===== src/rtl/ofrq_pkg.sv =====
package ofrq_pkg;

  localparam int QUEUE_DEPTH_DEF = 8;
  localparam int FRAME_BYTES_DEF = 64;

  localparam int BYTE_W        = 8;
  localparam int CMD_W         = 2;
  localparam int STATUS_W      = 2;
  localparam int FRAME_COUNT_W = 3;

  typedef enum logic [CMD_W-1:0] {
    CMD_PUSH  = 2'd0,
    CMD_PULL  = 2'd1,
    CMD_FLUSH = 2'd2,
    CMD_QUERY = 2'd3
  } cmd_code_t;

  typedef enum logic [STATUS_W-1:0] {
    ST_NORMAL   = 2'd0,
    ST_EMPTY    = 2'd1,
    ST_OVERSIZE = 2'd2
  } status_t;

  // Commands from the controller to the datapath.
  typedef struct packed {
    logic    push;
    logic    flush;
    logic    meta_rd;
    logic    pop;
    logic    byte_rd;
    logic    out_load;
    logic    out_stream;
    logic    out_last;
    status_t out_status;
  } ofrq_ctl_t;

  // Status from the datapath to the controller.
  typedef struct packed {
    logic empty;
    logic meta_ovf;
    logic len_zero;
    logic issue_more;
    logic issue_last;
  } ofrq_stat_t;

endpackage


===== src/rtl/ofrq_if.sv =====
interface ofrq_cmd_if import ofrq_pkg::*; ();
  logic              valid;
  logic              ready;
  logic [CMD_W-1:0]  command;
  logic [BYTE_W-1:0] data_byte;
  logic              last_byte;
  logic              discard_frame;

  modport source (
    output valid, command, data_byte, last_byte, discard_frame,
    input  ready
  );
  modport sink (
    input  valid, command, data_byte, last_byte, discard_frame,
    output ready
  );
endinterface

interface ofrq_res_if import ofrq_pkg::*; ();
  logic                     valid;
  logic                     ready;
  logic [STATUS_W-1:0]      status_code;
  logic                     byte_valid;
  logic [BYTE_W-1:0]        out_byte;
  logic                     out_last;
  logic [FRAME_COUNT_W-1:0] frame_count;
  logic                     queue_empty;
  logic                     queue_full;

  modport source (
    output valid, status_code, byte_valid, out_byte, out_last, frame_count,
           queue_empty, queue_full,
    input  ready
  );
  modport sink (
    input  valid, status_code, byte_valid, out_byte, out_last, frame_count,
           queue_empty, queue_full,
    output ready
  );
endinterface


===== src/rtl/ofrq_datapath.sv =====
module ofrq_datapath import ofrq_pkg::*; #(
  parameter int QUEUE_DEPTH = QUEUE_DEPTH_DEF,
  parameter int FRAME_BYTES = FRAME_BYTES_DEF
) (
  input  logic                     clk,
  input  logic                     rst,
  input  ofrq_ctl_t                ctl,
  input  logic [BYTE_W-1:0]        data_byte,
  input  logic                     last_byte,
  output ofrq_stat_t               stat,
  output logic [STATUS_W-1:0]      status_code,
  output logic                     byte_valid,
  output logic [BYTE_W-1:0]        out_byte,
  output logic                     out_last,
  output logic [FRAME_COUNT_W-1:0] frame_count,
  output logic                     queue_empty,
  output logic                     queue_full
);

  localparam int IDX_W  = $clog2(QUEUE_DEPTH);
  localparam int LEN_W  = $clog2(FRAME_BYTES + 1);
  localparam int OFF_W  = (FRAME_BYTES > 1) ? $clog2(FRAME_BYTES) : 1;
  localparam int ADDR_W = $clog2(QUEUE_DEPTH * FRAME_BYTES);
  localparam int WIDE_W = (IDX_W + 1 > FRAME_COUNT_W) ? IDX_W + 1 : FRAME_COUNT_W;

  function automatic logic [IDX_W-1:0] adv(input logic [IDX_W-1:0] p);
    return (p == IDX_W'(QUEUE_DEPTH - 1)) ? '0 : p + 1'b1;
  endfunction

  function automatic logic [ADDR_W-1:0] slot_addr(input logic [IDX_W-1:0] slot,
                                                  input logic [OFF_W-1:0] off);
    return ADDR_W'(slot) * ADDR_W'(FRAME_BYTES) + ADDR_W'(off);
  endfunction

  logic [IDX_W-1:0]  head, head_next;
  logic [IDX_W-1:0]  tail, tail_next;
  logic [LEN_W-1:0]  push_cnt, push_cnt_next;
  logic              push_ovf, push_ovf_next;
  logic              room;
  logic [LEN_W-1:0]  cnt_after;
  logic              ovf_after;

  logic [BYTE_W-1:0] byte_mem [QUEUE_DEPTH * FRAME_BYTES];
  logic [LEN_W:0]    meta_mem [QUEUE_DEPTH];
  logic [LEN_W:0]    meta_q;
  logic [BYTE_W-1:0] rdata;
  logic [IDX_W-1:0]  rd_slot;
  logic [LEN_W-1:0]  rd_off;
  logic [LEN_W-1:0]  len_q;

  logic [WIDE_W-1:0] h_w, t_w, diff_w;

  assign room      = push_cnt < LEN_W'(FRAME_BYTES);
  assign cnt_after = room ? push_cnt + 1'b1 : push_cnt;
  assign ovf_after = room ? push_ovf : 1'b1;

  always_comb begin
    head_next     = head;
    tail_next     = tail;
    push_cnt_next = push_cnt;
    push_ovf_next = push_ovf;
    if (ctl.push) begin
      if (last_byte) begin
        head_next     = adv(head);
        tail_next     = (adv(head) == tail) ? adv(tail) : tail;
        push_cnt_next = '0;
        push_ovf_next = 1'b0;
      end else begin
        push_cnt_next = cnt_after;
        push_ovf_next = ovf_after;
      end
    end
    if (ctl.flush) begin
      head_next     = '0;
      tail_next     = '0;
      push_cnt_next = '0;
      push_ovf_next = 1'b0;
    end
    if (ctl.pop) begin
      tail_next = adv(tail);
    end
  end

  always_ff @(posedge clk) begin
    if (rst) begin
      head     <= '0;
      tail     <= '0;
      push_cnt <= '0;
      push_ovf <= 1'b0;
    end else begin
      head     <= head_next;
      tail     <= tail_next;
      push_cnt <= push_cnt_next;
      push_ovf <= push_ovf_next;
    end
  end

  // Byte store: one write port for pushes, one registered read for pulls.
  always_ff @(posedge clk) begin
    if (ctl.push && room) begin
      byte_mem[slot_addr(head, push_cnt[OFF_W-1:0])] <= data_byte;
    end
    if (ctl.byte_rd) begin
      rdata <= byte_mem[slot_addr(rd_slot, rd_off[OFF_W-1:0])];
    end
  end

  // Per-slot length and oversize mark, written on commit.
  always_ff @(posedge clk) begin
    if (ctl.push && last_byte) begin
      meta_mem[head] <= {ovf_after, cnt_after};
    end
    if (ctl.meta_rd) begin
      meta_q <= meta_mem[tail];
    end
  end

  always_ff @(posedge clk) begin
    if (ctl.meta_rd) begin
      rd_slot <= tail;
    end
    if (ctl.pop) begin
      rd_off <= '0;
    end else if (ctl.byte_rd) begin
      rd_off <= rd_off + 1'b1;
    end
  end

  assign len_q           = meta_q[LEN_W-1:0];
  assign stat.empty      = head == tail;
  assign stat.meta_ovf   = meta_q[LEN_W];
  assign stat.len_zero   = len_q == '0;
  assign stat.issue_more = rd_off != len_q;
  assign stat.issue_last = (rd_off + 1'b1) == len_q;

  assign h_w    = WIDE_W'(head_next);
  assign t_w    = WIDE_W'(tail_next);
  assign diff_w = (h_w >= t_w) ? h_w - t_w : h_w + WIDE_W'(QUEUE_DEPTH) - t_w;

  always_ff @(posedge clk) begin
    if (ctl.out_load) begin
      status_code <= ctl.out_status;
      byte_valid  <= ctl.out_stream;
      out_byte    <= ctl.out_stream ? rdata : '0;
      out_last    <= ctl.out_stream ? ctl.out_last : 1'b1;
      frame_count <= diff_w[FRAME_COUNT_W-1:0];
      queue_empty <= head_next == tail_next;
      queue_full  <= adv(head_next) == tail_next;
    end
  end

  a_commit_not_empty: assert property (@(posedge clk) disable iff (rst)
    (ctl.push && last_byte) |=> (head != tail))
    else $error("ring empty after a frame was committed");

  a_pop_not_empty: assert property (@(posedge clk) disable iff (rst)
    ctl.pop |-> (head != tail))
    else $error("slot freed from an empty ring");

endmodule


===== src/rtl/ofrq_ctrl.sv =====
module ofrq_ctrl import ofrq_pkg::*; (
  input  logic             clk,
  input  logic             rst,
  input  logic             cmd_valid,
  output logic             cmd_ready,
  input  logic [CMD_W-1:0] command,
  input  logic             discard_frame,
  output logic             res_valid,
  input  logic             res_ready,
  input  ofrq_stat_t       stat,
  output ofrq_ctl_t        ctl
);

  typedef enum logic [3:0] {
    S_IDLE   = 4'b0001,
    S_META   = 4'b0010,
    S_STREAM = 4'b0100,
    S_EMIT   = 4'b1000
  } state_t;

  state_t  state, state_next;
  status_t emit_code, emit_code_next;
  status_t res_code;
  logic    want_res;
  logic    discard_q;
  logic    pend, pend_last;
  logic    slot_free;
  logic    consume;

  assign cmd_ready = state == S_IDLE;
  assign slot_free = !res_valid || res_ready;
  assign consume   = (state == S_STREAM) && pend && slot_free;

  always_comb begin
    ctl            = '0;
    state_next     = state;
    emit_code_next = emit_code;
    want_res       = 1'b0;
    res_code       = ST_NORMAL;
    unique case (state)
      S_IDLE: begin
        if (cmd_valid) begin
          unique case (cmd_code_t'(command))
            CMD_PUSH: begin
              ctl.push = 1'b1;
              want_res = 1'b1;
            end
            CMD_FLUSH: begin
              ctl.flush = 1'b1;
              want_res  = 1'b1;
            end
            CMD_QUERY: begin
              want_res = 1'b1;
            end
            CMD_PULL: begin
              if (stat.empty) begin
                want_res = 1'b1;
                res_code = ST_EMPTY;
              end else begin
                ctl.meta_rd = 1'b1;
                state_next  = S_META;
              end
            end
            default: state_next = S_IDLE;
          endcase
        end
      end
      S_META: begin
        if (stat.meta_ovf) begin
          want_res = 1'b1;
          res_code = ST_OVERSIZE;
        end else begin
          ctl.pop = 1'b1;
          if (discard_q || stat.len_zero) begin
            want_res = 1'b1;
          end else begin
            state_next = S_STREAM;
          end
        end
      end
      S_STREAM: begin
        if (consume) begin
          ctl.out_load   = 1'b1;
          ctl.out_stream = 1'b1;
          ctl.out_last   = pend_last;
          ctl.out_status = ST_NORMAL;
          if (pend_last) begin
            state_next = S_IDLE;
          end
        end
        if (stat.issue_more && (!pend || consume)) begin
          ctl.byte_rd = 1'b1;
        end
      end
      S_EMIT: begin
        want_res = 1'b1;
        res_code = emit_code;
      end
      default: state_next = S_IDLE;
    endcase
    if (want_res) begin
      if (slot_free) begin
        ctl.out_load   = 1'b1;
        ctl.out_status = res_code;
        state_next     = S_IDLE;
      end else begin
        emit_code_next = res_code;
        state_next     = S_EMIT;
      end
    end
  end

  always_ff @(posedge clk) begin
    if (rst) begin
      state     <= S_IDLE;
      res_valid <= 1'b0;
      pend      <= 1'b0;
      pend_last <= 1'b0;
      emit_code <= ST_NORMAL;
      discard_q <= 1'b0;
    end else begin
      state     <= state_next;
      emit_code <= emit_code_next;
      if (ctl.out_load) begin
        res_valid <= 1'b1;
      end else if (res_ready) begin
        res_valid <= 1'b0;
      end
      if (cmd_valid && cmd_ready) begin
        discard_q <= discard_frame;
      end
      if (ctl.byte_rd) begin
        pend      <= 1'b1;
        pend_last <= stat.issue_last;
      end else if (consume) begin
        pend <= 1'b0;
      end
    end
  end

  a_no_overwrite: assert property (@(posedge clk) disable iff (rst)
    ctl.out_load |-> (!res_valid || res_ready))
    else $error("output register loaded while a word was still waiting");

  a_stream_ends: assert property (@(posedge clk) disable iff (rst)
    (consume && pend_last) |=> (state == S_IDLE))
    else $error("stream did not end after its last byte");

  a_issue_in_range: assert property (@(posedge clk) disable iff (rst)
    ctl.byte_rd |-> (stat.issue_more && (state == S_STREAM)))
    else $error("byte read issued past the frame length");

  a_meta_nonempty: assert property (@(posedge clk) disable iff (rst)
    ctl.meta_rd |-> !stat.empty)
    else $error("slot lookup on an empty ring");

endmodule


===== src/rtl/overwriting_frame_ring_queue.sv =====
// Push, flush, status and empty-pull words: result loaded at the accepting edge if the output
// register is free, else once it frees up; one per cycle while it stays free. Pull of an L-byte
// frame: slot lookup, the byte store's registered read, then one byte per cycle while it is free;
// no new command before its last byte. Oversize and discard pulls load at lookup or once free.
// Reset (synchronous, active high) clears the ring pointers, the frame being built and the
// handshake state; the byte store and slot lengths keep their contents.
module overwriting_frame_ring_queue import ofrq_pkg::*; #(
  parameter int QUEUE_DEPTH = QUEUE_DEPTH_DEF,
  parameter int FRAME_BYTES = FRAME_BYTES_DEF
) (
  input logic        clk,
  input logic        rst,
  ofrq_cmd_if.sink   cmd,
  ofrq_res_if.source result
);

  // The controller decides, cycle by cycle, what the datapath does: commit a
  // pushed byte, flush the ring, look up the oldest slot, free it, fetch a stored
  // byte, or load the output register. The datapath answers with a small status bundle.
  ofrq_ctl_t  ctl;
  ofrq_stat_t stat;

  // Controller: holds the state machine, the output register's valid flag and
  // the single-entry read pipeline flag used while a frame streams out. A new
  // command word is taken whenever the controller is idle, even while the
  // previous result word still sits in the output register; its result then
  // waits in the controller until the register frees up.
  ofrq_ctrl u_ctrl (
    .clk           (clk),
    .rst           (rst),
    .cmd_valid     (cmd.valid),
    .cmd_ready     (cmd.ready),
    .command       (cmd.command),
    .discard_frame (cmd.discard_frame),
    .res_valid     (result.valid),
    .res_ready     (result.ready),
    .stat          (stat),
    .ctl           (ctl)
  );

  // Datapath: the head and tail pointers of the ring, the byte store of
  // QUEUE_DEPTH slots of FRAME_BYTES bytes each, the per-slot length and
  // oversize mark, and the output register. Every result word carries the
  // frame count and the empty and full flags as they stand after its command.
  ofrq_datapath #(
    .QUEUE_DEPTH (QUEUE_DEPTH),
    .FRAME_BYTES (FRAME_BYTES)
  ) u_datapath (
    .clk         (clk),
    .rst         (rst),
    .ctl         (ctl),
    .data_byte   (cmd.data_byte),
    .last_byte   (cmd.last_byte),
    .stat        (stat),
    .status_code (result.status_code),
    .byte_valid  (result.byte_valid),
    .out_byte    (result.out_byte),
    .out_last    (result.out_last),
    .frame_count (result.frame_count),
    .queue_empty (result.queue_empty),
    .queue_full  (result.queue_full)
  );

endmodule

===== src/flat_wrapper.sv =====
// flat-port wrapper written by rule: the top's interface ports become plain ports
module overwriting_frame_ring_queue_flat import ofrq_pkg::*;
#(
  parameter int QUEUE_DEPTH = QUEUE_DEPTH_DEF,
  parameter int FRAME_BYTES = FRAME_BYTES_DEF
)
  (clk, rst, cmd_valid, cmd_command, cmd_data_byte, cmd_last_byte, cmd_discard_frame, cmd_ready, result_valid, result_status_code, result_byte_valid, result_out_byte, result_out_last, result_frame_count, result_queue_empty, result_queue_full, result_ready);
  ofrq_cmd_if cmd_i ();
  ofrq_res_if result_i ();
  input logic clk;
  input logic rst;
  input wire logic [$bits(cmd_i.valid)-1:0] cmd_valid;
  input wire logic [$bits(cmd_i.command)-1:0] cmd_command;
  input wire logic [$bits(cmd_i.data_byte)-1:0] cmd_data_byte;
  input wire logic [$bits(cmd_i.last_byte)-1:0] cmd_last_byte;
  input wire logic [$bits(cmd_i.discard_frame)-1:0] cmd_discard_frame;
  output wire logic [$bits(cmd_i.ready)-1:0] cmd_ready;
  output wire logic [$bits(result_i.valid)-1:0] result_valid;
  output wire logic [$bits(result_i.status_code)-1:0] result_status_code;
  output wire logic [$bits(result_i.byte_valid)-1:0] result_byte_valid;
  output wire logic [$bits(result_i.out_byte)-1:0] result_out_byte;
  output wire logic [$bits(result_i.out_last)-1:0] result_out_last;
  output wire logic [$bits(result_i.frame_count)-1:0] result_frame_count;
  output wire logic [$bits(result_i.queue_empty)-1:0] result_queue_empty;
  output wire logic [$bits(result_i.queue_full)-1:0] result_queue_full;
  input wire logic [$bits(result_i.ready)-1:0] result_ready;
  assign cmd_i.valid = cmd_valid;
  assign cmd_i.command = cmd_command;
  assign cmd_i.data_byte = cmd_data_byte;
  assign cmd_i.last_byte = cmd_last_byte;
  assign cmd_i.discard_frame = cmd_discard_frame;
  assign cmd_ready = cmd_i.ready;
  assign result_valid = result_i.valid;
  assign result_status_code = result_i.status_code;
  assign result_byte_valid = result_i.byte_valid;
  assign result_out_byte = result_i.out_byte;
  assign result_out_last = result_i.out_last;
  assign result_frame_count = result_i.frame_count;
  assign result_queue_empty = result_i.queue_empty;
  assign result_queue_full = result_i.queue_full;
  assign result_i.ready = result_ready;
  overwriting_frame_ring_queue #(.QUEUE_DEPTH(QUEUE_DEPTH), .FRAME_BYTES(FRAME_BYTES)) u_core (.clk(clk), .rst(rst), .cmd(cmd_i), .result(result_i));
endmodule

===== config.mk =====
export PLATFORM = sky130hd
export DESIGN_NAME = overwriting_frame_ring_queue_flat
export DESIGN_NICKNAME = d
export VERILOG_FILES = /design/src/rtl/ofrq_pkg.sv /design/src/rtl/ofrq_if.sv /design/src/rtl/ofrq_datapath.sv /design/src/rtl/ofrq_ctrl.sv /design/src/rtl/overwriting_frame_ring_queue.sv /design/src/flat_wrapper.sv
export SDC_FILE = /design/constraint.sdc
export NUM_CORES = 2
export LEC_CHECK = 0
export CAP_MARGIN = 20
export CORE_MARGIN = 3
export CORE_UTILIZATION = 40
export CTS_CLUSTER_SIZE = 8
export DETAILED_ROUTE_END_ITERATION = 7
export DONT_BUFFER_PORTS = 1
export REMOVE_ABC_BUFFERS = 1
export SLEW_MARGIN = 40
export SYNTH_ARGS = -nofsm -noshare
export SYNTH_HDL_FRONTEND = slang
export SYNTH_HIERARCHICAL = 1
export SYNTH_MEMORY_MAX_BITS = 65536
export SYNTH_SLANG_ARGS = --single-unit

===== constraint.sdc =====
create_clock -name clk -period 8.69 [get_ports clk]
set_clock_uncertainty 0.2 [all_clocks]
set_input_delay 1.738 -clock clk [delete_from_list [all_inputs] [get_ports clk]]
set_output_delay 1.738 -clock clk [all_outputs]
set_load 0.01 [all_outputs]

==> impl_metrics.ini <==
[status]
outcome = completed

[logic_synthesis]
ys_warn_count = 6
ys_seq_elements = 4227
yosysTopAreaCell = edfxtp_1
postSynthCellCount = 8476
synth_area_leaders = edfxtp_1, mux4_2, mux2i_1, nor2_1, o221ai_1
synth_area_per_cell_sq_um = 19.60
synthFlopType = edfxtp_1
synth_area_sq_mm = 0.1662
synth_edf_count = 4196
synth_cell_types = 86
seq_area_frac_synth_pct = 76.21
synth_top_area_share_pct = 75.83
async_flop_share_pct = 0

[worst_setup_path]
worstPathRequired_ps = 9230
crit_fanout = 57
endpoint_kind = register
cp.arrival_ps = 6560
r2r-start = u_core/u_datapath/rd_off[2]
startpoint_type = register
ff2ff_path_depth = 10
crit_type = reg -> reg
rrSetupSlack_ps = 2670
rr_endpoint = u_core/u_datapath/rdata[1]

[sta]
finalSetupViolCount = 0
max_slew_margin_pct = 33.01
maxSlewViolCount = 0
max_slew.worst_pin.slew_ps = 1005
rsz0062_at_grt = no
fin_crit_sh_pct = 69.29
period_needed_ps = 6022
fin_tns_setup_ps = 0
fmax_ghz = 0.1661
finalHoldViolCount = 0

[routing]
vias = 86200
drc = 0
drt-pass1-iter-count = 8
viasPerCell = 6.025
drt-total-wl_um = 448400
ant_nets = 0
initialDrtViolationCount = 11090
wire_per_inst_um = 31.34

[layout]
fillers = 34050
drive_gt1_share_pct = 19.67
final_common_cell = edfxtp_1
layout.nets = 8731
synthToLayoutAreaGrowth_pct = 13.81
final_cell_mix = edfxtp_1, mux4_2, mux2i_1
stdcell_count = 14310
fin_util_pct = 45.75

[clock_tree]
path_clk_slew_ps = 50
insertion_delay_ps = 1020
numCtsBuffers = 599
root_buffer = clkbuf_16
cts_tree = yes
cts_sinks = 4227
holdBufCountCts = 0
cts.repair.resized = 0
cts_buffer_depth = 4
cts_setup_buffers = 0
htree_levels = 6

[die]
start_util_pct = 40.19
ioPinCount = 35
die_area_sq_mm = 0.4232
core_sq_mm = 0.4134
die_h_um = 650.5
die_w_um = 650.5
rows = 236

[worst_hold_path]
hold_end = u_core/u_ctrl/discard_q
worstHoldStart = u_core/u_ctrl/discard_q
hold_path_class = reg -> reg
min_delay_path_depth = 2

[power]
vdd_drop_max_v = 0.0002032
p_total_mw = 44.52
power_density_mw_per_mm2 = 235.4
total_leakage_power_nw = 57.21

[global_route]
overflow = 0
antenna_found_initial = 27
grt_pass1_wl_um = 641800
grt_pass1_vias = 86440
grt_util_all_layers_pct = 20.76
grt_max_degree = 513

[place]
dp_cells = 13560
port_buffers = 0
gp_congestion = 0.8820
place_hpwl_um = 261500

[flow_run]
maxCapViolations = 0
==> sequential cells by signal, indices dropped and copies added (netlist names), 2 cells and up <==
name,flops
u_core/u_datapath/out_byte,8
u_core/u_ctrl/state,4
u_core/u_datapath/meta_q,8
u_core/u_datapath/tail,3
u_core/u_ctrl/emit_code,2
u_core/u_datapath/frame_count,3
u_core/u_datapath/rdata,8
u_core/u_datapath/byte_mem,4096
u_core/u_datapath/rd_off,7
u_core/u_datapath/meta_mem,64
u_core/u_datapath/push_cnt,7
u_core/u_datapath/rd_slot,3
u_core/u_datapath/status_code,2
u_core/u_datapath/head,3
==> stage by stage <==
step / setup slack, ps / area [sq um] / hold slack, ps
global placement: 2457 / 171000 / 282.7
global route: 2673 / 189100 / 305.1
floorplan: -52170 / 162900 / 231.0
CTS: 2898 / 188400 / 271.0
detailed placement: 2929 / 171900 / 263.0
finish: 2668 / 189100 / 268.8
==> synthesized netlist by cell type (all sizes together), types with 15 or more instances <==
master / instances
edfxtp: 4196
mux4: 716
mux2i: 694
nor2: 632
buf: 308
o22ai: 237
clkbuf: 226
o221ai: 209
nand2: 203
nor3: 157
a21oi: 135
o21ai: 92
nor4: 74
nand4: 47
nand3: 43
a211oi: 37
and2: 36
dfxtp: 31
a31oi: 30
a22oi: 29
nand2b: 27
or2: 25
xnor2: 22
a2111oi: 21
or3: 21
a22o: 18
nor2b: 15
nor4b: 15
==> worst max-delay path, cell delays in order (launching register included) <==
cell and delay (ps):
dfxtp_4 630, buf_4 570, nand2b_4 660, buf_4 710, buf_4 700, o221ai_1 250, nor3_1 450, nor4_1 170
nand3_1 370, nand4_1 550, and4_1 340
==> worst max-delay path by stage <==
| stage | startpoint | end | slack, ps |
|---|---|---|---|
| after floorplan | u_core/u_datapath/rd_off[0] | u_core/u_datapath/rdata[0] | -52170 |
| after global routing | u_core/u_datapath/rd_off[2] | u_core/u_datapath/rdata[1] | 2670 |
| after detailed placement | u_core/u_datapath/rd_off[2] | u_core/u_datapath/rdata[1] | 2930 |
| final | u_core/u_datapath/rd_off[2] | u_core/u_datapath/rdata[1] | 2670 |
| after CTS | u_core/u_datapath/rd_off[2] | u_core/u_datapath/rdata[1] | 2900 |
| after global placement | cmd_valid | u_core/u_datapath/byte_mem[38][0] | 2460 |
==> report_power, final <==
group	leakage, nW	switching (mW)	internal [mW]
logic	11.2	0.815	0.457
registers	37.9	0.0219	22.5
clock network	8.02	8.30	12.5
total	57.2	9.14	35.4
==> layer usage <==
metal | share of wire [%] | vias up | global-route usage, %
li1 | - | 35330 | -
met1 | 40 | 45540 | 28.62
met2 | 48 | 4488 | 33.05
met3 | 8.8 | 821 | 4.156
met4 | 3.6 | 16 | 7.108
met5 | 0.025 | - | 0
==> final cells by class <==
class / instances / area [sq um] / share of cell area (%)
Sequential cell: 4227 / 126600 / 66.96
Multi-Input combinational cell: 3700 / 36790 / 19.45
Clock buffer: 672 / 15390 / 8.139
Tap cell: 5474 / 6849 / 3.622
Timing Repair Buffer: 159 / 2185 / 1.155
Clock inverter: 54 / 1176 / 0.6219
Inverter: 14 / 65.06 / 0.03440
Antenna cell: 7 / 17.52 / 0.009263
==> cells by family (layout without fill, tap and decap cells) <==
| group | after synthesis | after routing | synth area share (%) |
|---|---|---|---|
| and+or+nand+nor | 1333 | 1333 | 3.700 |
| buffers and inverters | 549 | 899 | 2.014 |
| DFF | 4227 | 4227 | 76.21 |
| xor gates and xnor gates | 32 | 32 | 0.1687 |
| AOI/OAI and AO/OA | 899 | 899 | 3.799 |
| adders and majority gates | 14 | 14 | 0.1099 |
| other | 0 | 7 | 0 |
| muxes | 1422 | 1422 | 14.00 |
Power figures use the tool's default switching activity.
